**config.mk**
```make
export PLATFORM = sky130hd
export DESIGN_NAME = voice_packet_header_parser_core_flat
export DESIGN_NICKNAME = d
export VERILOG_FILES = /design/src/hdl/vphp_pkg.sv /design/src/hdl/vphp_in_if.sv /design/src/hdl/vphp_out_if.sv /design/src/hdl/voice_packet_header_parser_core.sv /design/src/hdl/vphp_front.sv /design/src/hdl/vphp_queue.sv /design/src/hdl/vphp_back.sv /design/src/flat_wrapper.sv
export SDC_FILE = /design/constraint.sdc
export NUM_CORES = 1
export LEC_CHECK = 0
export BUFFER_PORTS_ARGS = -buffer_cell sky130_fd_sc_hd__buf_2
export CAP_MARGIN = 25
export CORE_MARGIN = 4
export CORE_UTILIZATION = 35
export CTS_BUF_LIST = sky130_fd_sc_hd__clkbuf_4 sky130_fd_sc_hd__clkbuf_8
export DETAILED_ROUTE_END_ITERATION = 10
export GPL_ROUTABILITY_DRIVEN = 0
export HOLD_SLACK_MARGIN = 0.12
export PLACE_DENSITY = 0.6
export SLEW_MARGIN = 15
export SYNTH_ARGS = -nofsm -noshare
export SYNTH_HDL_FRONTEND = slang
export SYNTH_SLANG_ARGS = --single-unit
```
**constraint.sdc**
```tcl
create_clock -name clk -period 9.5 [get_ports clk]
set_input_delay 0.95 -clock clk [delete_from_list [all_inputs] [get_ports clk]]
set_output_delay 0.95 -clock clk [all_outputs]
set_load 0.05 [all_outputs]
```
**src/hdl/vphp_pkg.sv**
```systemverilog
`timescale 1ns / 1ps
`default_nettype none

package vphp_pkg;

	localparam int DEF_HEADER_BYTES = 34;
	localparam int DEF_NAME_BYTES   = 16;

	localparam int POS_W       = 16;
	localparam int CFG_IDX_W   = 1;
	localparam int CFG_DATA_W  = 64;
	localparam int QUEUE_DEPTH = 4;
	localparam int QPTR_W      = $clog2(QUEUE_DEPTH);
	localparam int QCNT_W      = QPTR_W + 1;

	localparam logic [POS_W-1:0] POS_MAX     = {POS_W{1'b1}};
	localparam logic [POS_W-1:0] OFS_TYPE    = POS_W'(4);
	localparam logic [POS_W-1:0] OFS_HLEN    = POS_W'(5);
	localparam logic [POS_W-1:0] OFS_CHAN    = POS_W'(6);
	localparam logic [POS_W-1:0] OFS_SEQ     = POS_W'(8);
	localparam logic [POS_W-1:0] OFS_NAME    = POS_W'(16);
	localparam logic [POS_W-1:0] OFS_LENGTH  = POS_W'(32);
	localparam logic [POS_W-1:0] MAGIC_BYTES = POS_W'(4);

	// "WTK1", byte i at bits 8i
	localparam logic [31:0] MAGIC_WORD = 32'h314B_5457;

	typedef enum logic [1:0] {
		ST_OK        = 2'd0,
		ST_TOO_SHORT = 2'd1,
		ST_BAD_MAGIC = 2'd2,
		ST_BAD_LEN   = 2'd3
	} status_t;

	typedef enum logic [CFG_IDX_W-1:0] {
		CFG_NAME_LOW  = 1'b0,
		CFG_NAME_HIGH = 1'b1
	} cfg_index_t;

	// one queue entry: a forwarded byte, a summary, or both
	typedef struct packed {
		logic        fwd;
		logic        sum;
		logic [7:0]  payload_byte;
		status_t     status;
		logic [7:0]  packet_type;
		logic [15:0] channel;
		logic [31:0] sequence_res;
		logic [15:0] payload_length;
		logic        from_own_device;
	} rec_t;

	typedef struct packed {
		logic        is_summary;
		logic [7:0]  payload_byte;
		status_t     status;
		logic [7:0]  packet_type;
		logic [15:0] channel;
		logic [31:0] sequence_res;
		logic [15:0] payload_length;
		logic        from_own_device;
	} res_t;

	typedef struct packed {
		logic full;
		logic empty;
	} q_stat_t;

endpackage

`default_nettype wire

```
**src/hdl/vphp_in_if.sv**
```systemverilog
`timescale 1ns / 1ps
`default_nettype none

interface vphp_in_if;
	logic       valid;
	logic       ready;
	logic [7:0] rx_byte;
	logic       end_of_datagram;

	modport source (output valid, output rx_byte, output end_of_datagram, input ready);
	modport sink   (input valid, input rx_byte, input end_of_datagram, output ready);
endinterface

`default_nettype wire

```
**src/hdl/vphp_out_if.sv**
```systemverilog
`timescale 1ns / 1ps
`default_nettype none

interface vphp_out_if;
	logic        valid;
	logic        ready;
	logic        is_summary;
	logic [7:0]  payload_byte;
	logic [1:0]  status;
	logic [7:0]  packet_type;
	logic [15:0] channel;
	logic [31:0] sequence_res;
	logic [15:0] payload_length;
	logic        from_own_device;

	modport source (
		output valid, output is_summary, output payload_byte, output status,
		output packet_type, output channel, output sequence_res,
		output payload_length, output from_own_device, input ready
	);
	modport sink (
		input valid, input is_summary, input payload_byte, input status,
		input packet_type, input channel, input sequence_res,
		input payload_length, input from_own_device, output ready
	);
endinterface

`default_nettype wire

```
**src/hdl/voice_packet_header_parser_core.sv**
```systemverilog
// Voice datagram header parser.
// stream: one datagram byte per item, end_of_datagram set on the final byte.
// result: a forwarded payload byte (is_summary low) or the datagram summary
//   (is_summary high) with status, header captures and the own-name match.
// cfg_we/cfg_index/cfg_wdata: own device name, bytes 0-7 at index 0 and
//   bytes 8-15 at index 1; write only while the parser is idle.
// Throughput: one byte per cycle while the queue has room. A final byte that is
//   also a payload byte makes two results, which the output stage sends in turn.
// Each result is held first in a queue entry and then in the output register.
// A four-entry queue sits between the parser and the output register; stream
//   ready drops only when that queue is full, i.e. after the receiver has stalled.
// Reset clears the parser to the start of a datagram, empties the queue and
//   clears the own name to all zeros.
`timescale 1ns / 1ps
`default_nettype none

module voice_packet_header_parser_core #(
	parameter int HEADER_BYTES = vphp_pkg::DEF_HEADER_BYTES,
	parameter int NAME_BYTES   = vphp_pkg::DEF_NAME_BYTES
) (
	input  logic                            clk,
	input  logic                            arst_n,
	input  logic                            cfg_we,
	input  logic [vphp_pkg::CFG_IDX_W-1:0]  cfg_index,
	input  logic [vphp_pkg::CFG_DATA_W-1:0] cfg_wdata,
	vphp_in_if.sink                         stream,
	vphp_out_if.source                      result
);
	import vphp_pkg::*;

	logic    accept;
	logic    push;
	logic    pop;
	rec_t    rec;
	rec_t    head;
	q_stat_t qstat;
	res_t    res;

	assign stream.ready = !qstat.full;
	assign accept       = stream.valid && stream.ready;

	vphp_front #(
		.HEADER_BYTES (HEADER_BYTES),
		.NAME_BYTES   (NAME_BYTES)
	) u_front (
		.clk             (clk),
		.arst_n          (arst_n),
		.cfg_we          (cfg_we),
		.cfg_index       (cfg_index),
		.cfg_wdata       (cfg_wdata),
		.accept          (accept),
		.rx_byte         (stream.rx_byte),
		.end_of_datagram (stream.end_of_datagram),
		.push            (push),
		.rec             (rec)
	);

	vphp_queue u_queue (
		.clk    (clk),
		.arst_n (arst_n),
		.push   (push),
		.wdata  (rec),
		.pop    (pop),
		.head   (head),
		.stat   (qstat)
	);

	vphp_back u_back (
		.clk       (clk),
		.arst_n    (arst_n),
		.head      (head),
		.stat      (qstat),
		.pop       (pop),
		.res_valid (result.valid),
		.res_ready (result.ready),
		.res       (res)
	);

	assign result.is_summary      = res.is_summary;
	assign result.payload_byte    = res.payload_byte;
	assign result.status          = res.status;
	assign result.packet_type     = res.packet_type;
	assign result.channel         = res.channel;
	assign result.sequence_res    = res.sequence_res;
	assign result.payload_length  = res.payload_length;
	assign result.from_own_device = res.from_own_device;

	a_byte_clean : assert property (@(posedge clk) disable iff (!arst_n)
		result.valid && !result.is_summary |->
			result.status == ST_OK && result.packet_type == '0 && result.channel == '0 &&
			result.sequence_res == '0 && result.payload_length == '0 &&
			!result.from_own_device)
		else $error("forwarded byte carries header fields");

	a_fail_clean : assert property (@(posedge clk) disable iff (!arst_n)
		result.valid && result.is_summary && result.status != ST_OK |->
			result.packet_type == '0 && result.channel == '0 && result.sequence_res == '0 &&
			result.payload_length == '0 && !result.from_own_device &&
			result.payload_byte == '0)
		else $error("failed summary carries captures");

	a_last_queued : assert property (@(posedge clk) disable iff (!arst_n)
		accept && stream.end_of_datagram |=> !qstat.empty)
		else $error("final byte left no summary in the queue");

	a_pop_nonempty : assert property (@(posedge clk) disable iff (!arst_n)
		pop |-> !qstat.empty || !push)
		else $error("pop from an empty queue");

endmodule

`default_nettype wire

```
**src/hdl/vphp_front.sv**
```systemverilog
`timescale 1ns / 1ps
`default_nettype none

module vphp_front #(
	parameter int HEADER_BYTES = vphp_pkg::DEF_HEADER_BYTES,
	parameter int NAME_BYTES   = vphp_pkg::DEF_NAME_BYTES
) (
	input  logic                            clk,
	input  logic                            arst_n,
	input  logic                            cfg_we,
	input  logic [vphp_pkg::CFG_IDX_W-1:0]  cfg_index,
	input  logic [vphp_pkg::CFG_DATA_W-1:0] cfg_wdata,
	input  logic                            accept,
	input  logic [7:0]                      rx_byte,
	input  logic                            end_of_datagram,
	output logic                            push,
	output vphp_pkg::rec_t                  rec
);
	import vphp_pkg::*;

	localparam logic [POS_W-1:0] HdrPos   = HEADER_BYTES[POS_W-1:0];
	localparam logic [POS_W:0]   HdrExt   = HEADER_BYTES[POS_W:0];
	localparam logic [7:0]       HdrByte  = HEADER_BYTES[7:0];
	localparam logic [POS_W-1:0] NameStop = OFS_NAME + NAME_BYTES[POS_W-1:0];

	logic [CFG_DATA_W-1:0] own_name_low_q, own_name_high_q;

	logic [POS_W-1:0] pos_q, pos_d;
	logic             magic_q, magic_d;
	logic [7:0]       hlen_q, hlen_d;
	logic [7:0]       type_q, type_d;
	logic [15:0]      chan_q, chan_d;
	logic [31:0]      seq_q, seq_d;
	logic [15:0]      len_q, len_d;
	logic             mismatch_q, mismatch_d;
	logic             ended_q, ended_d;

	logic [2*CFG_DATA_W-1:0] own_name;
	logic [7:0]              own_byte;
	logic                    in_name;
	logic                    fwd;
	status_t                 status;

	assign own_name = {own_name_high_q, own_name_low_q};
	assign own_byte = own_name[{pos_q[3:0], 3'b000} +: 8];
	assign in_name  = (pos_q >= OFS_NAME) && (pos_q < NameStop);

	always_comb begin
		magic_d    = magic_q;
		hlen_d     = hlen_q;
		type_d     = type_q;
		chan_d     = chan_q;
		seq_d      = seq_q;
		len_d      = len_q;
		mismatch_d = mismatch_q;
		ended_d    = ended_q;

		if (pos_q < MAGIC_BYTES) begin
			if (rx_byte != MAGIC_WORD[{pos_q[1:0], 3'b000} +: 8])
				magic_d = 1'b0;
		end else if (pos_q == OFS_TYPE) begin
			type_d = rx_byte;
		end else if (pos_q == OFS_HLEN) begin
			hlen_d = rx_byte;
		end else if (pos_q == OFS_CHAN) begin
			chan_d[7:0] = rx_byte;
		end else if (pos_q == OFS_CHAN + POS_W'(1)) begin
			chan_d[15:8] = rx_byte;
		end else if (pos_q >= OFS_SEQ && pos_q < OFS_SEQ + POS_W'(4)) begin
			seq_d[{pos_q[1:0], 3'b000} +: 8] = rx_byte;
		end else if (pos_q == OFS_LENGTH) begin
			len_d[7:0] = rx_byte;
		end else if (pos_q == OFS_LENGTH + POS_W'(1)) begin
			len_d[15:8] = rx_byte;
		end

		// strncmp: stop at the first difference or at a shared terminator
		if (in_name && !ended_q && !mismatch_q) begin
			if (rx_byte != own_byte)
				mismatch_d = 1'b1;
			else if (rx_byte == 8'd0)
				ended_d = 1'b1;
		end

		// count saturates; the same value is the datagram length on the last byte
		pos_d = (pos_q == POS_MAX) ? pos_q : pos_q + POS_W'(1);

		fwd = (pos_q != POS_MAX) && (pos_q >= HdrPos) && magic_q && (hlen_q == HdrByte) &&
			({1'b0, pos_q} < HdrExt + {1'b0, len_q});

		if (pos_d < HdrPos)
			status = ST_TOO_SHORT;
		else if (!magic_d)
			status = ST_BAD_MAGIC;
		else if (hlen_d != HdrByte || {1'b0, pos_d} < HdrExt + {1'b0, len_d})
			status = ST_BAD_LEN;
		else
			status = ST_OK;

		rec                 = '0;
		rec.fwd             = fwd;
		rec.sum             = end_of_datagram;
		rec.payload_byte    = rx_byte;
		rec.status          = status;
		if (status == ST_OK) begin
			rec.packet_type     = type_d;
			rec.channel         = chan_d;
			rec.sequence_res    = seq_d;
			rec.payload_length  = len_d;
			rec.from_own_device = !mismatch_d;
		end
	end

	assign push = accept && (fwd || end_of_datagram);

	always_ff @(posedge clk or negedge arst_n) begin
		if (!arst_n) begin
			own_name_low_q  <= '0;
			own_name_high_q <= '0;
		end else if (cfg_we) begin
			unique case (cfg_index_t'(cfg_index))
				CFG_NAME_LOW:  own_name_low_q  <= cfg_wdata;
				CFG_NAME_HIGH: own_name_high_q <= cfg_wdata;
				default: ;
			endcase
		end
	end

	always_ff @(posedge clk or negedge arst_n) begin
		if (!arst_n) begin
			pos_q      <= '0;
			magic_q    <= 1'b1;
			hlen_q     <= '0;
			type_q     <= '0;
			chan_q     <= '0;
			seq_q      <= '0;
			len_q      <= '0;
			mismatch_q <= 1'b0;
			ended_q    <= 1'b0;
		end else if (accept) begin
			if (end_of_datagram) begin
				// back to a clean parser for the next datagram
				pos_q      <= '0;
				magic_q    <= 1'b1;
				hlen_q     <= '0;
				type_q     <= '0;
				chan_q     <= '0;
				seq_q      <= '0;
				len_q      <= '0;
				mismatch_q <= 1'b0;
				ended_q    <= 1'b0;
			end else begin
				pos_q      <= pos_d;
				magic_q    <= magic_d;
				hlen_q     <= hlen_d;
				type_q     <= type_d;
				chan_q     <= chan_d;
				seq_q      <= seq_d;
				len_q      <= len_d;
				mismatch_q <= mismatch_d;
				ended_q    <= ended_d;
			end
		end
	end

endmodule

`default_nettype wire

```
**src/hdl/vphp_queue.sv**
```systemverilog
`timescale 1ns / 1ps
`default_nettype none

module vphp_queue (
	input  logic              clk,
	input  logic              arst_n,
	input  logic              push,
	input  vphp_pkg::rec_t    wdata,
	input  logic              pop,
	output vphp_pkg::rec_t    head,
	output vphp_pkg::q_stat_t stat
);
	import vphp_pkg::*;

	rec_t              mem_q [QUEUE_DEPTH];
	logic [QPTR_W-1:0] wr_ptr_q, rd_ptr_q;
	logic [QCNT_W-1:0] count_q;
	logic              do_pop;

	assign head       = mem_q[rd_ptr_q];
	assign stat.full  = (count_q == QCNT_W'(QUEUE_DEPTH));
	assign stat.empty = (count_q == '0);
	assign do_pop     = pop && !stat.empty;

	always_ff @(posedge clk) begin
		if (push)
			mem_q[wr_ptr_q] <= wdata;
	end

	always_ff @(posedge clk or negedge arst_n) begin
		if (!arst_n) begin
			wr_ptr_q <= '0;
			rd_ptr_q <= '0;
			count_q  <= '0;
		end else begin
			if (push)
				wr_ptr_q <= wr_ptr_q + QPTR_W'(1);
			if (do_pop)
				rd_ptr_q <= rd_ptr_q + QPTR_W'(1);
			if (push && !do_pop)
				count_q <= count_q + QCNT_W'(1);
			else if (do_pop && !push)
				count_q <= count_q - QCNT_W'(1);
		end
	end

endmodule

`default_nettype wire

```
**src/hdl/vphp_back.sv**
```systemverilog
`timescale 1ns / 1ps
`default_nettype none

module vphp_back (
	input  logic              clk,
	input  logic              arst_n,
	input  vphp_pkg::rec_t    head,
	input  vphp_pkg::q_stat_t stat,
	output logic              pop,
	output logic              res_valid,
	input  logic              res_ready,
	output vphp_pkg::res_t    res
);
	import vphp_pkg::*;

	logic res_valid_q;
	logic phase_q;
	res_t res_q;
	res_t res_d;
	logic load;
	logic emit_byte;

	assign load      = !res_valid_q || res_ready;
	// a datagram ending inside the payload gives the byte first, then the summary
	assign emit_byte = head.fwd && !phase_q;
	assign pop       = load && !stat.empty && !(emit_byte && head.sum);
	assign res_valid = res_valid_q;
	assign res       = res_q;

	always_comb begin
		res_d = '0;
		if (emit_byte) begin
			res_d.payload_byte = head.payload_byte;
		end else begin
			res_d.is_summary      = 1'b1;
			res_d.status          = head.status;
			res_d.packet_type     = head.packet_type;
			res_d.channel         = head.channel;
			res_d.sequence_res    = head.sequence_res;
			res_d.payload_length  = head.payload_length;
			res_d.from_own_device = head.from_own_device;
		end
	end

	always_ff @(posedge clk or negedge arst_n) begin
		if (!arst_n) begin
			res_valid_q <= 1'b0;
			phase_q     <= 1'b0;
		end else if (load) begin
			res_valid_q <= !stat.empty;
			if (!stat.empty)
				phase_q <= emit_byte && head.sum;
		end
	end

	always_ff @(posedge clk) begin
		if (load && !stat.empty)
			res_q <= res_d;
	end

endmodule

`default_nettype wire
```
**src/flat_wrapper.sv**
```systemverilog
// flat-port wrapper written by rule: the top's interface ports become plain ports
module voice_packet_header_parser_core_flat import vphp_pkg::*;
#(
	parameter int HEADER_BYTES = vphp_pkg::DEF_HEADER_BYTES,
	parameter int NAME_BYTES   = vphp_pkg::DEF_NAME_BYTES
)
  (clk, arst_n, cfg_we, cfg_index, cfg_wdata, stream_valid, stream_rx_byte, stream_end_of_datagram, stream_ready, result_valid, result_is_summary, result_payload_byte, result_status, result_packet_type, result_channel, result_sequence_res, result_payload_length, result_from_own_device, result_ready);
  vphp_in_if stream_i ();
  vphp_out_if result_i ();
  input  logic clk;
  input  logic arst_n;
  input  logic cfg_we;
  input  logic [vphp_pkg::CFG_IDX_W-1:0] cfg_index;
  input  logic [vphp_pkg::CFG_DATA_W-1:0] cfg_wdata;
  input wire logic [$bits(stream_i.valid)-1:0] stream_valid;
  input wire logic [$bits(stream_i.rx_byte)-1:0] stream_rx_byte;
  input wire logic [$bits(stream_i.end_of_datagram)-1:0] stream_end_of_datagram;
  output wire logic [$bits(stream_i.ready)-1:0] stream_ready;
  output wire logic [$bits(result_i.valid)-1:0] result_valid;
  output wire logic [$bits(result_i.is_summary)-1:0] result_is_summary;
  output wire logic [$bits(result_i.payload_byte)-1:0] result_payload_byte;
  output wire logic [$bits(result_i.status)-1:0] result_status;
  output wire logic [$bits(result_i.packet_type)-1:0] result_packet_type;
  output wire logic [$bits(result_i.channel)-1:0] result_channel;
  output wire logic [$bits(result_i.sequence_res)-1:0] result_sequence_res;
  output wire logic [$bits(result_i.payload_length)-1:0] result_payload_length;
  output wire logic [$bits(result_i.from_own_device)-1:0] result_from_own_device;
  input wire logic [$bits(result_i.ready)-1:0] result_ready;
  assign stream_i.valid = stream_valid;
  assign stream_i.rx_byte = stream_rx_byte;
  assign stream_i.end_of_datagram = stream_end_of_datagram;
  assign stream_ready = stream_i.ready;
  assign result_valid = result_i.valid;
  assign result_is_summary = result_i.is_summary;
  assign result_payload_byte = result_i.payload_byte;
  assign result_status = result_i.status;
  assign result_packet_type = result_i.packet_type;
  assign result_channel = result_i.channel;
  assign result_sequence_res = result_i.sequence_res;
  assign result_payload_length = result_i.payload_length;
  assign result_from_own_device = result_i.from_own_device;
  assign result_i.ready = result_ready;
  voice_packet_header_parser_core #(.HEADER_BYTES(HEADER_BYTES), .NAME_BYTES(NAME_BYTES)) u_core (.clk(clk), .arst_n(arst_n), .cfg_we(cfg_we), .cfg_index(cfg_index), .cfg_wdata(cfg_wdata), .stream(stream_i), .result(result_i));
endmodule
```
=== Word-level counts from Yosys, hierarchy flattened ===
Memory sizes are Yosys's and may differ from the RTL's.
Index checks and enable logic that the tools add are counted.

* Register bits: 320
* Memory bits (writable): 340
* Input bits: 79
* Output and inout bits: 86
* Word-level logic and storage cells: 155
* Memories: 1

* Add/sub/neg operators: 8
* Magnitude comparators: 9
* Eq/ne operators: 14
* Shift operators: 4
* Multiplexer cells: 53
* Bitwise logic cells: 2
* Reduce and logical (&&, ||, !) cells: 40

{| class="wikitable"
|+ Memory list
! memory !! words !! width !! read ports !! clocked after memory_dff !! wr ports !! RTL line !! text
|-
| u_core.u_queue.mem_q || 4 || 85 || 1 || 0 || 1 || vphp_queue.sv:15 || <nowiki>rec_t mem_q [QUEUE_DEPTH];</nowiki>
|}

{| class="wikitable"
|+ Operator list
! operator !! count
|-
| 32-bit two-way mux || 7
|-
| 16-bit two-way mux || 13
|-
| 128-bit by 8-bit indexed part select with 8-bit output || 1
|-
| 8-bit two-way mux || 13
|-
| 73-bit two-way mux || 1
|-
| 16-bit by 3-bit equality test with 1-bit output, second input constant || 4
|-
| 6-bit by 16-bit adder with 17-bit output, first input constant || 2
|-
| 16-bit by 17-bit < comparator with 1-bit output || 2
|-
| 32-bit bitwise mux || 1
|-
| 16-bit by 6-bit equality test with 1-bit output, second input constant || 2
|-
| 16-bit by 6-bit < comparator with 1-bit output, second input constant || 2
|-
| 8-bit by 7-bit variable shift with 32-bit output, first input constant || 1
|-
| 32-bit by 6-bit indexed part select with 8-bit output, first input constant || 1
|-
| 8-bit by 7-bit indexed part select with 32-bit output || 1
|-
| 1-bit logical AND || 17
|-
| 16-bit by 1-bit adder with 16-bit output, second input constant || 1
|-
| 16-bit equality test, second input constant || 1
|-
| 16-bit by 4-bit greater-or-equal comparator with 1-bit output, second input constant || 1
|-
| 16-bit by 5-bit greater-or-equal comparator with 1-bit output, second input constant || 1
|-
| 16-bit by 6-bit greater-or-equal comparator with 1-bit output, second input constant || 1
|-
| 16-bit by 3-bit < comparator with 1-bit output, second input constant || 1
|-
| 16-bit by 4-bit < comparator with 1-bit output, second input constant || 1
|-
| 16-bit != test, second input constant || 1
|-
| 8-bit != test || 2
|-
| other kinds (20) || 52
|}

=== Longest topological paths before layout ===
Gate-level depths: netlist of the first run.

* Word-level depth: 17
* Mapped depth: 25
* Gate-level depth less buffers: 21

=== Cells and area by module ===
From an unflattened synthesis of the first run, not the netlist that was laid out.

* Cell total of the unflattened synthesis: 1952
* Area, all modules: 29396.9 um^2

{| class="wikitable"
|+ Modules (own cells, without submodules)
! module !! instances !! cells each !! area each (um^2)
|-
| vphp_front || 1 || 1284 || 13481.7
|-
| vphp_queue || 1 || 480 || 12685.9
|-
| vphp_back || 1 || 186 || 3219.3
|-
| voice_packet_header_parser_core || 1 || 2 || 10.0
|}

=== Least setup slack after synthesis of the first run ===
Ideal clock, no wire load.

* Path type: input -> register
* Start: input port result_ready
* End: register u_core.u_queue.count_q[1]
* Arrival time: 6950 ps
* Required time: 9375 ps
* Setup slack: 2425 ps
* Cell stages on the path: 7
* Buffers on the path: 0
* Path through: inv_1 > a21oi_1 > nand2_1 > ha_1 > inv_1 > fa_1 > mux2_2

* Word-level cells in the longest chain between the ends: 7
* Elaborated cells between the ends (all ways): 9
* Those cells by class: mux (1); reduce/logical (8)

{| class="wikitable"
|+ RTL lines
! what !! RTL line !! text
|-
| start, declared || flat_wrapper.sv:28 || <nowiki>input wire logic [$bits(result_i.ready)-1:0] result_ready;</nowiki>
|-
| 1-bit logical OR (*) || vphp_back.sv:23 || <nowiki>assign load = !res_valid_q || res_ready;</nowiki>
|-
| 1-bit logical AND (*) (2 in series) || vphp_back.sv:26 || <nowiki>assign pop = load && !stat.empty && !(emit_byte && head.sum);</nowiki>
|-
| 1-bit logical AND (*) || vphp_queue.sv:23 || <nowiki>assign do_pop = pop && !stat.empty;</nowiki>
|-
| 1-bit zero test || vphp_queue.sv:40 || <nowiki>if (push && !do_pop)</nowiki>
|-
| 1-bit logical AND || vphp_queue.sv:40 ||
|-
| 3-bit two-way mux / 2-bit nonzero test (equally long branches) || -- ||
|-
| end signal, assigned || vphp_queue.sv:41 || <nowiki>count_q <= count_q + QCNT_W'(1);</nowiki>
|-
| end signal, assigned || vphp_queue.sv:43 || <nowiki>count_q <= count_q - QCNT_W'(1);</nowiki>
|-
| end, declared || vphp_queue.sv:17 || <nowiki>logic [QCNT_W-1:0] count_q;</nowiki>
|}

Mark *: on every way between the ends. The rest lies on a longest branch, timed or not.
A chain may end at the register's enable or synchronous reset.

==> summary.md, run 1 <==
| Metric | Value |
|---|---|
| Crit path arrival time | `7.21 ns` |
| Seq pwr share | `0.413` |
| FF/Latch Area | `18600 um^2` |
| Slowest stage delay, CP | `0.79 ns` |
| Synth Cell Area | `29000 um^2` |
| WL/cell | `22.1 um` |
| Post-Syn Area per Cell | `14.7 um^2` |
| NumNets Final | `2288` |
| CP bufs+invs | `3` |
| First-pass iteration count of the detailed router | `7` |
| Startpoint types | `flop` |
| ANT nets after route | `0` |
| Placed Cells | `3119` |
| Clk_lat worst skew | `0.73 ns` |
| Multiplexer area fraction after synthesis | `0.151` |
| CTS tree | `yes` |
| Register area share after synthesis | `0.643` |
| Syn. warnings | `0` |
| Remaining Overflow, GRT | `0` |
| Fin util | `0.407` |
| Syn Nets | `2093` |
| Reg-to-Reg Start | `u_core.u_front.pos_q[0]` |
| RSZ-0062 raised after global routing | `false` |
| Largest family of logic cells by synthesized area | `multiplexers` |
| Critical Path, Cell by Cell | `inv_2 > ha_1 > nand3_1 > nor2_2 > mux2i_1 > inv_1 > ha_1 > o21ai_0 > a21oi_1 > nand4_1 > xnor2_1 > mux2i_1 > ha_1 > nand4_1 > nor4_1 > o21ai_0 > a31oi_2 > nand3_2 > buf_4 > a21oi_1` |
| VDD IR max | `0.135 mV` |
| Share of cells above drive strength 1 | `0.302` |
| XOR/XNOR Fraction of Synth Area | `0.0163` |
| Slew @ Worst Pin | `1.08 ns` |
| Clock tree buffer depth | `3` |
| Leakage | `0.0125 uW` |
| Fin cells | `3338` |
| Dpl cell area | `31000 um^2` |
| DRT iter0 DRCs | `1184` |
| Die X-Extent | `296 um` |
| Slew Viols, Final | `0` |
| Io pins | `165` |
| Final instance area | `33400 um^2` |
| Hpwl dp | `46000 um` |
| Area of the multi-input gates | `9810 um^2` |
| Critical R2R Capture | `u_core.u_queue.mem_q[3][0]` |
| Final Setup Violations | `0` |
| Clock Skew | `0.0422 ns` |
| CTS H-Tree Depth | `3` |
| Clock transition at the registers of the reported paths | `0.06 ns` |
| Clock Power Share | `0.293` |
| Post-synthesis adder-cell area fraction | `0.0197` |
| Rows | `105` |
| Number of synthesized flops with an enable pin | `424` |
| Root buf cell | `clkbuf_8` |
| Min Tclk post-route | `6.70 ns` |
| CTS buffer count | `112` |
| Synth-to-Final Area Change | `15.3%` |
| PwrDens | `276 nW/um^2` |
| Pre-CTS setup slack | `2.93 ns` |
| Total negative slack | `0 ns` |
| Fin crit share | `0.705` |
| Synth Area in Compound Gates | `0.0621` |
| Largest net degree at the start of global routing | `117` |
| WS Path Type | `reg -> reg` |
| Synthesized flop and latch total | `660` |
| Gate power share | `0.294` |
| Outcome | `finished clean` |
| Total Routing Usage GR | `0.169` |
| Final wirelength | `73600 um` |
| Initial Util | `0.353` |
| Worst Path Max Fanout | `34` |
| Remaining DRCs | `0` |
| Via count | `17609` |
| Setup Fix Bufs, Post-CTS | `0` |
| Synth cell types | `76` |
| Resize count post-CTS | `0` |
| Critical Path Slowest Stage Cell | `nor2_2` |
| Overall die height | `296 um` |
| Critical path capture point type | `flop` |
| Initial antenna violation count | `18` |
| Worst R2R Path Depth | `20` |
| Worst endpoint required time | `10.01 ns` |
| Max Cap Viol | `0` |
| Final Worst Setup Slack | `2.80 ns` |
| Via-to-Cell Ratio | `5.28` |
| Die area | `87500 um^2` |
| Sw power | `3160 uW` |
| Number of global-route vias before repair | `18630` |
| Critical Path Most Common Cell | `ha_1` |
| Final Hold Vio Count | `0` |
| Top FF cell, synth | `edfxtp_1` |
| Power Internal | `6070 uW` |
| FFs w/ async S/R, synth | `0.358` |
| First-pass GRT wire length | `113000 um` |
| Rel. slew slack | `0.273` |
| Clk sinks | `660` |
| Switching share of power | `0.342` |
| Simple-Gate Fraction of Synth Area | `0.0876` |
| Synth Instances | `1969` |
| Top Family by Delay on Critical Path | `simple AND/OR/NAND/NOR gates` |
| Path type of the worst min-delay path | `in -> async` |
| FMAX | `149 MHz` |
| CTS hold repair buffers | `0` |
| # port buffers | `164` |
| Reg-to-reg setup timing slack | `2.80 ns` |
| Fillers | `7492` |
| Core area | `82100 um^2` |
==> Yosys cell counts, drive strengths merged, types with 5 or more instances <==
cell type    n  area share
inv         25      0.0032
buf         36      0.0069
and2        21      0.0045
and3         9      0.0019
a22o        40       0.012
or3          5      0.0011
xnor2       29      0.0088
ha          44       0.019
a31oi        7      0.0017
nand3       60       0.011
clkbuf      78       0.010
nor4        15      0.0044
o31ai        6      0.0017
nand2b      13      0.0028
o22ai        8      0.0017
xor2        25      0.0076
mux4       110       0.085
nand2      196       0.026
nor2        57      0.0075
nor2b       81       0.017
dfrtp      235        0.20
o21ai       91       0.016
o221ai       5      0.0015
mux2       137       0.053
a21oi       79       0.014
nor3        18      0.0042
a21o        16      0.0041
edfxtp     424        0.44
mux2i       35       0.012
nand4       13      0.0030
==> metrics by stage <==
step           power (uW)  hold slack (ns)
2_1_floorplan        5860            0.441
3_3_place_gp         6610            0.454
3_5_place_dp         6650            0.469
4_1_cts              9370            0.311
5_1_grt              9690            0.394
6_report             9220            0.337
==> worst register-to-register path: stages, from the launching register on <==
cell and delay [ns]:
dfrtp_2 0.40, inv_2 0.22, ha_1 0.49, nand3_1 0.32
nor2_2 0.79, mux2i_1 0.26, inv_1 0.14, ha_1 0.24
o21ai_0 0.16, a21oi_1 0.51, nand4_1 0.18, xnor2_1 0.19
mux2i_1 0.10, ha_1 0.34, nand4_1 0.15, nor4_1 0.30
o21ai_0 0.15, a31oi_2 0.27, nand3_2 0.45, buf_4 0.49
a21oi_1 0.34
==> cell usage in the layout, fill, tap and decap left out, drive strengths merged, types with 6 or more instances in the layout <==
cell	Yosys	routed
a21o	16	16
nor3	18	18
ha	44	44
clkbuf	78	172
mux4	110	110
diode	0	9
nor4	15	15
a31oi	7	7
a22o	40	40
o22ai	8	8
nand2b	13	13
mux2i	35	35
clkinv	1	29
inv	25	29
nand3	60	60
nor2b	81	81
a21oi	79	79
xor2	25	25
o31ai	6	6
o21ai	91	91
nor2	57	57
edfxtp	424	424
and2	21	21
dfrtp	235	235
nand4	13	13
nand2	196	196
xnor2	29	29
and3	9	9
mux2	137	137
buf	36	195
==> state kept, by name (all words and copies together), names as in the netlist, 16 cells and up <==
register and flops:
u_core.u_queue.mem_q 340, u_core.u_front.own_name_low_q 64, u_core.u_front.own_name_high_q 64, u_core.u_front.seq_q 32
u_core.u_front.len_q 16, u_core.u_front.chan_q 16, u_core.u_back.res 84, u_core.u_front.pos_q 16
==> how the worst max path moves through the flow <==
stage,startpoint,endpoint,slack [ns],depth (start not counted)
floorplan,result_ready,u_core.u_queue.count_q[1],2.42,7
global placement,u_core.u_front.pos_q[0],u_core.u_queue.mem_q[0][58],3.24,20
detailed placement,u_core.u_front.pos_q[0],u_core.u_queue.mem_q[0][58],2.93,20
CTS,u_core.u_front.pos_q[0],u_core.u_queue.mem_q[0][5],2.92,20
global route,u_core.u_front.pos_q[0],u_core.u_queue.mem_q[1][5],2.18,20
finish,u_core.u_front.pos_q[0],u_core.u_queue.mem_q[3][0],2.80,20
==> final cells by class <==
cell class / instances / area share
sequential: 660 / 0.558
multi-input combinational: 1169 / 0.294
clock buffer: 172 / 0.0626
tap: 1070 / 0.0401
timing repair buffer: 195 / 0.0319
clock inverter: 37 / 0.00992
inverter: 26 / 0.00292
antenna: 9 / 0.000674
==> per-layer routing <==
metal	vias to the layer above	routed length, um	global-route usage
li1	7860	-	-
met1	8988	30600	0.215
met2	581	35500	0.276
met3	164	5030	0.0452
met4	16	2380	0.0671
met5	-	116	0
==> power groups by stage <==
stage | combinational [uW] | sequential (uW) | clock [uW]
floorplan | 1410 | 4450 | 0
global placement | 2740 | 3870 | 0
detailed placement | 2770 | 3880 | 0
CTS | 2770 | 3830 | 2770
global route | 2910 | 3870 | 2910
finish | 2710 | 3810 | 2700
==> cells by family after synthesis <==
logic type | after synthesis
simple gates | 504
compound gates | 284
mux | 282
fa+ha+maj | 45
buf+inv | 140
flops | 660
xor+xnor | 54
No activity file was read; power rests on OpenSTA's default activity.
==> run 2, diff against run 1 <==
clock period = 6.6 ns   (was 9.5 ns; I/O delays follow)
==> run 2 against run 1 <==
Against the previous run:
- clock power rose by 52%
- worst setup slack got worse by 2.2 ns
- largest power group unchanged
- clock skew grew 0.0063 ns
- count of clock-buffer cells in the layout up 10
- final cell count increased by 0.12%
- sequential share of layout area fell by 0.48 points
- sequential power rose by 43%
- total power rose by 47%
- final area is 0.87% higher
==> summary.md, run 2 (synthesis results as in run 1) <==
| Metric | Value |
|---|---|
| Critical R2R Capture | `u_core.u_queue.mem_q[1][61]` |
| Hpwl dp | `47900 um (+4.1%)` |
| Worst R2R Path Depth | `20 (unchanged)` |
| Die area | `87500 um^2 (unchanged)` |
| Final Hold Vio Count | `0 (unchanged)` |
| Clock Skew | `0.0485 ns (+0.00629 ns)` |
| CTS buffer count | `111 (-0.89%)` |
| Switching share of power | `0.339 (-0.00303)` |
| Via count | `17864 (+1.4%)` |
| Path type of the worst min-delay path | `in -> reg` |
| Critical Path Slowest Stage Cell | `a21oi_1` |
| CTS H-Tree Depth | `3 (unchanged)` |
| NumNets Final | `2293 (+0.22%)` |
| Reg-to-Reg Start | `u_core.u_front.pos_q[0]` |
| Leakage | `0.0127 uW (+1.0%)` |
| HP Start | `cfg_wdata[49]` |
| PwrDens | `402 nW/um^2 (+45%)` |
| Outcome | `finished clean` |
| CTS tree | `yes` |
| DRT iter0 DRCs | `1502 (+27%)` |
| Total negative slack | `0 ns (unchanged)` |
| Startpoint types | `flop` |
| VDD IR max | `0.205 mV (+51%)` |
| Largest net degree at the start of global routing | `101 (-14%)` |
| Slew Viols, Final | `0 (unchanged)` |
| RSZ-0062 raised after global routing | `false` |
| Remaining Overflow, GRT | `0 (unchanged)` |
| WL met3 | `5120 um (+1.8%)` |
| Commonest cells after routing, fill and taps aside | `424 x edfxtp_1, 231 x dfrtp_1, 191 x nand2_1, 163 x buf_2, 142 x clkbuf_8` |
| Final Setup Violations | `0 (unchanged)` |
| Final wirelength | `75000 um (+1.9%)` |
| # port buffers | `164 (unchanged)` |
| Slowest stage delay, CP | `0.49 ns (-0.30 ns)` |
| Via-to-Cell Ratio | `5.35 (+1.3%)` |
| Synth-to-Final Area Change | `16.3%` |
| WL/cell | `22.5 um (+1.8%)` |
| Metal2 WL | `36300 um (+2.2%)` |
| DR top layer | `met5` |
| Final instance area | `33700 um^2 (+0.87%)` |
| Clock Power Share | `0.304 (+0.011)` |
| Fin crit share | `0.902 (+0.197)` |
| Fillers | `7427 (-0.87%)` |
| Initial Util | `0.353 (unchanged)` |
| Hold Path Sink | `u_core.u_front.own_name_high_q[49]` |
| Number of flip-flops in the largest register | `340 (unchanged)` |
| Setup Fix Bufs, Post-CTS | `0 (unchanged)` |
| Clock transition at the registers of the reported paths | `0.07 ns (about the same)` |
| Min Tclk post-route | `5.95 ns (-0.744 ns)` |
| Dpl cell area | `31000 um^2 (+0.28%)` |
| Critical Path Most Common Cell | `ha_1` |
| Crit path arrival time | `6.46 ns (-0.75 ns)` |
| Initial antenna violation count | `18 (unchanged)` |
| M1 WL | `31400 um (+2.7%)` |
| FMAX | `168 MHz (+13%)` |
| ANT nets after route | `0 (unchanged)` |
| Biggest register | `u_core.u_queue.mem_q` |
| Worst Path Max Fanout | `25 (-26%)` |
| First-pass GRT wire length | `114000 um (+1.3%)` |
| Clock tree buffer depth | `3 (unchanged)` |
| Commonest non-fill, non-tap cell in the layout | `edfxtp_1` |
| Clk_lat worst skew | `0.75 ns (+0.02 ns)` |
| Power Internal | `8940 uW (+47%)` |
| Rel. slew slack | `0.252 (-0.0214)` |
| Clk sinks | `660 (unchanged)` |
| Io pins | `165 (unchanged)` |
| Slew @ Worst Pin | `1.11 ns (+0.0318 ns)` |
| Rows | `105 (unchanged)` |
| Number of global-route vias before repair | `18628 (-0.011%)` |
| Critical Path, Cell by Cell | `inv_2 > ha_1 > nand3_1 > nor2_2 > mux2i_1 > inv_1 > ha_1 > o21ai_0 > a21oi_1 > nand4_1 > xnor2_1 > mux2i_1 > ha_1 > nand4_1 > nor4_1 > o21ai_0 > a31oi_2 > nand3_4 > buf_4 > a21oi_1` |
| Worst endpoint required time | `7.11 ns (-2.90 ns)` |
| Die X-Extent | `296 um (unchanged)` |
| Reg-to-reg setup timing slack | `0.65 ns (-2.16 ns)` |
| Max Cap Viol | `0 (unchanged)` |
| WS Path Type | `reg -> reg` |
| Root buf cell | `clkbuf_8` |
| Fin util | `0.410 (+0.00352)` |
| Critical path capture point type | `flop` |
| Final Total Pwr | `13500 uW (+47%)` |
| Overall die height | `296 um (unchanged)` |
| Gate power share | `0.294 (about the same)` |
| Share of cells above drive strength 1 | `0.306 (+0.00362)` |
| First-pass iteration count of the detailed router | `8 (+1)` |
| Seq pwr share | `0.402 (-0.011)` |
| Core area | `82100 um^2 (unchanged)` |
| Total Routing Usage GR | `0.171 (+0.00195)` |
| Remaining DRCs | `0 (unchanged)` |
| Hold path cells | `2` |
| Sw power | `4590 uW (+45%)` |
==> run 2: cell types whose count changed in the layout (fill, tap and decap cells not counted), moves of 2 or more <==
cell / change
dlygate4sd3_1: +2
diode_2: -2
clkinv_1: -7
clkinv_2: -6
clkbuf_4: -4
buf_12: +5
clkbuf_8: +14
==> run 2: power by group through the flow <==
stage               clock network, uW  registers [uW]  logic [uW]
global placement                    0            5520        4010
global route                     4420            5520        4260
finish                           4110            5440        3980
CTS                              4210            5460        4060
floorplan                           0            6400        2030
detailed placement                  0            5540        4050
==> run 2: worst max-delay path, delay by kind of cell (launching register included) <==
family	cells	cell delay (ns)
and+or+nand+nor	6	1.56
muxes	2	0.27
adders and majority gates	3	1.06
DFF	1	0.41
xor gates and xnor gates	1	0.26
AOI/OAI and AO/OA	5	1.48
buffers and inverters	3	0.69
==> run 2: worst max-delay path by stage <==
| stage | start | to |
|---|---|---|
| after global placement | u_core.u_front.pos_q[0] | u_core.u_queue.mem_q[0][57] |
| after global routing | u_core.u_front.pos_q[0] | u_core.u_queue.mem_q[0][61] |
| final | u_core.u_front.pos_q[0] | u_core.u_queue.mem_q[1][61] |
| after floorplan | u_core.u_front.len_q[8] | u_core.u_queue.mem_q[0][0] |
| after detailed placement | u_core.u_front.pos_q[0] | u_core.u_queue.mem_q[0][61] |
| after CTS | u_core.u_front.pos_q[0] | u_core.u_queue.mem_q[1][61] |
==> run 2: per-stage QoR <==
stage / hold slack, ns / worst slack [ns] / instances
global route: 0.146 / 0.271 / 3337
global placement: 0.455 / 0.862 / 3123
CTS: 0.123 / 0.495 / 3335
detailed placement: 0.465 / 0.493 / 3124
floorplan: 0.364 / 1.70 / 1969
finish: 0.188 / 0.648 / 3342
==> run 2: area by class of cell <==
| type | count | area (um^2) | area share |
|---|---|---|---|
| clock inverter | 27 | 357 | 0.0106 |
| multi-input combinational | 1169 | 9810 | 0.291 |
| sequential | 660 | 18600 | 0.553 |
| clock buffer | 182 | 2250 | 0.0669 |
| inverter | 26 | 97.6 | 0.00290 |
| antenna | 7 | 17.5 | 0.000520 |
| timing repair buffer | 201 | 1180 | 0.0350 |
| tap | 1070 | 1340 | 0.0397 |
==> run 2: repair_timing <==
action,4_1_cts,5_1_grt
resized for setup,0,1
hold buffers,2,0
endpoints found under the setup margin,0,20
hold endpoints to repair,98,0
==> run 2: routing by layer <==
layer,vias up,global-route usage
met5,-,0
met3,183,0.0410
met1,9131,0.223
li1,7864,-
met4,22,0.0566
met2,664,0.283
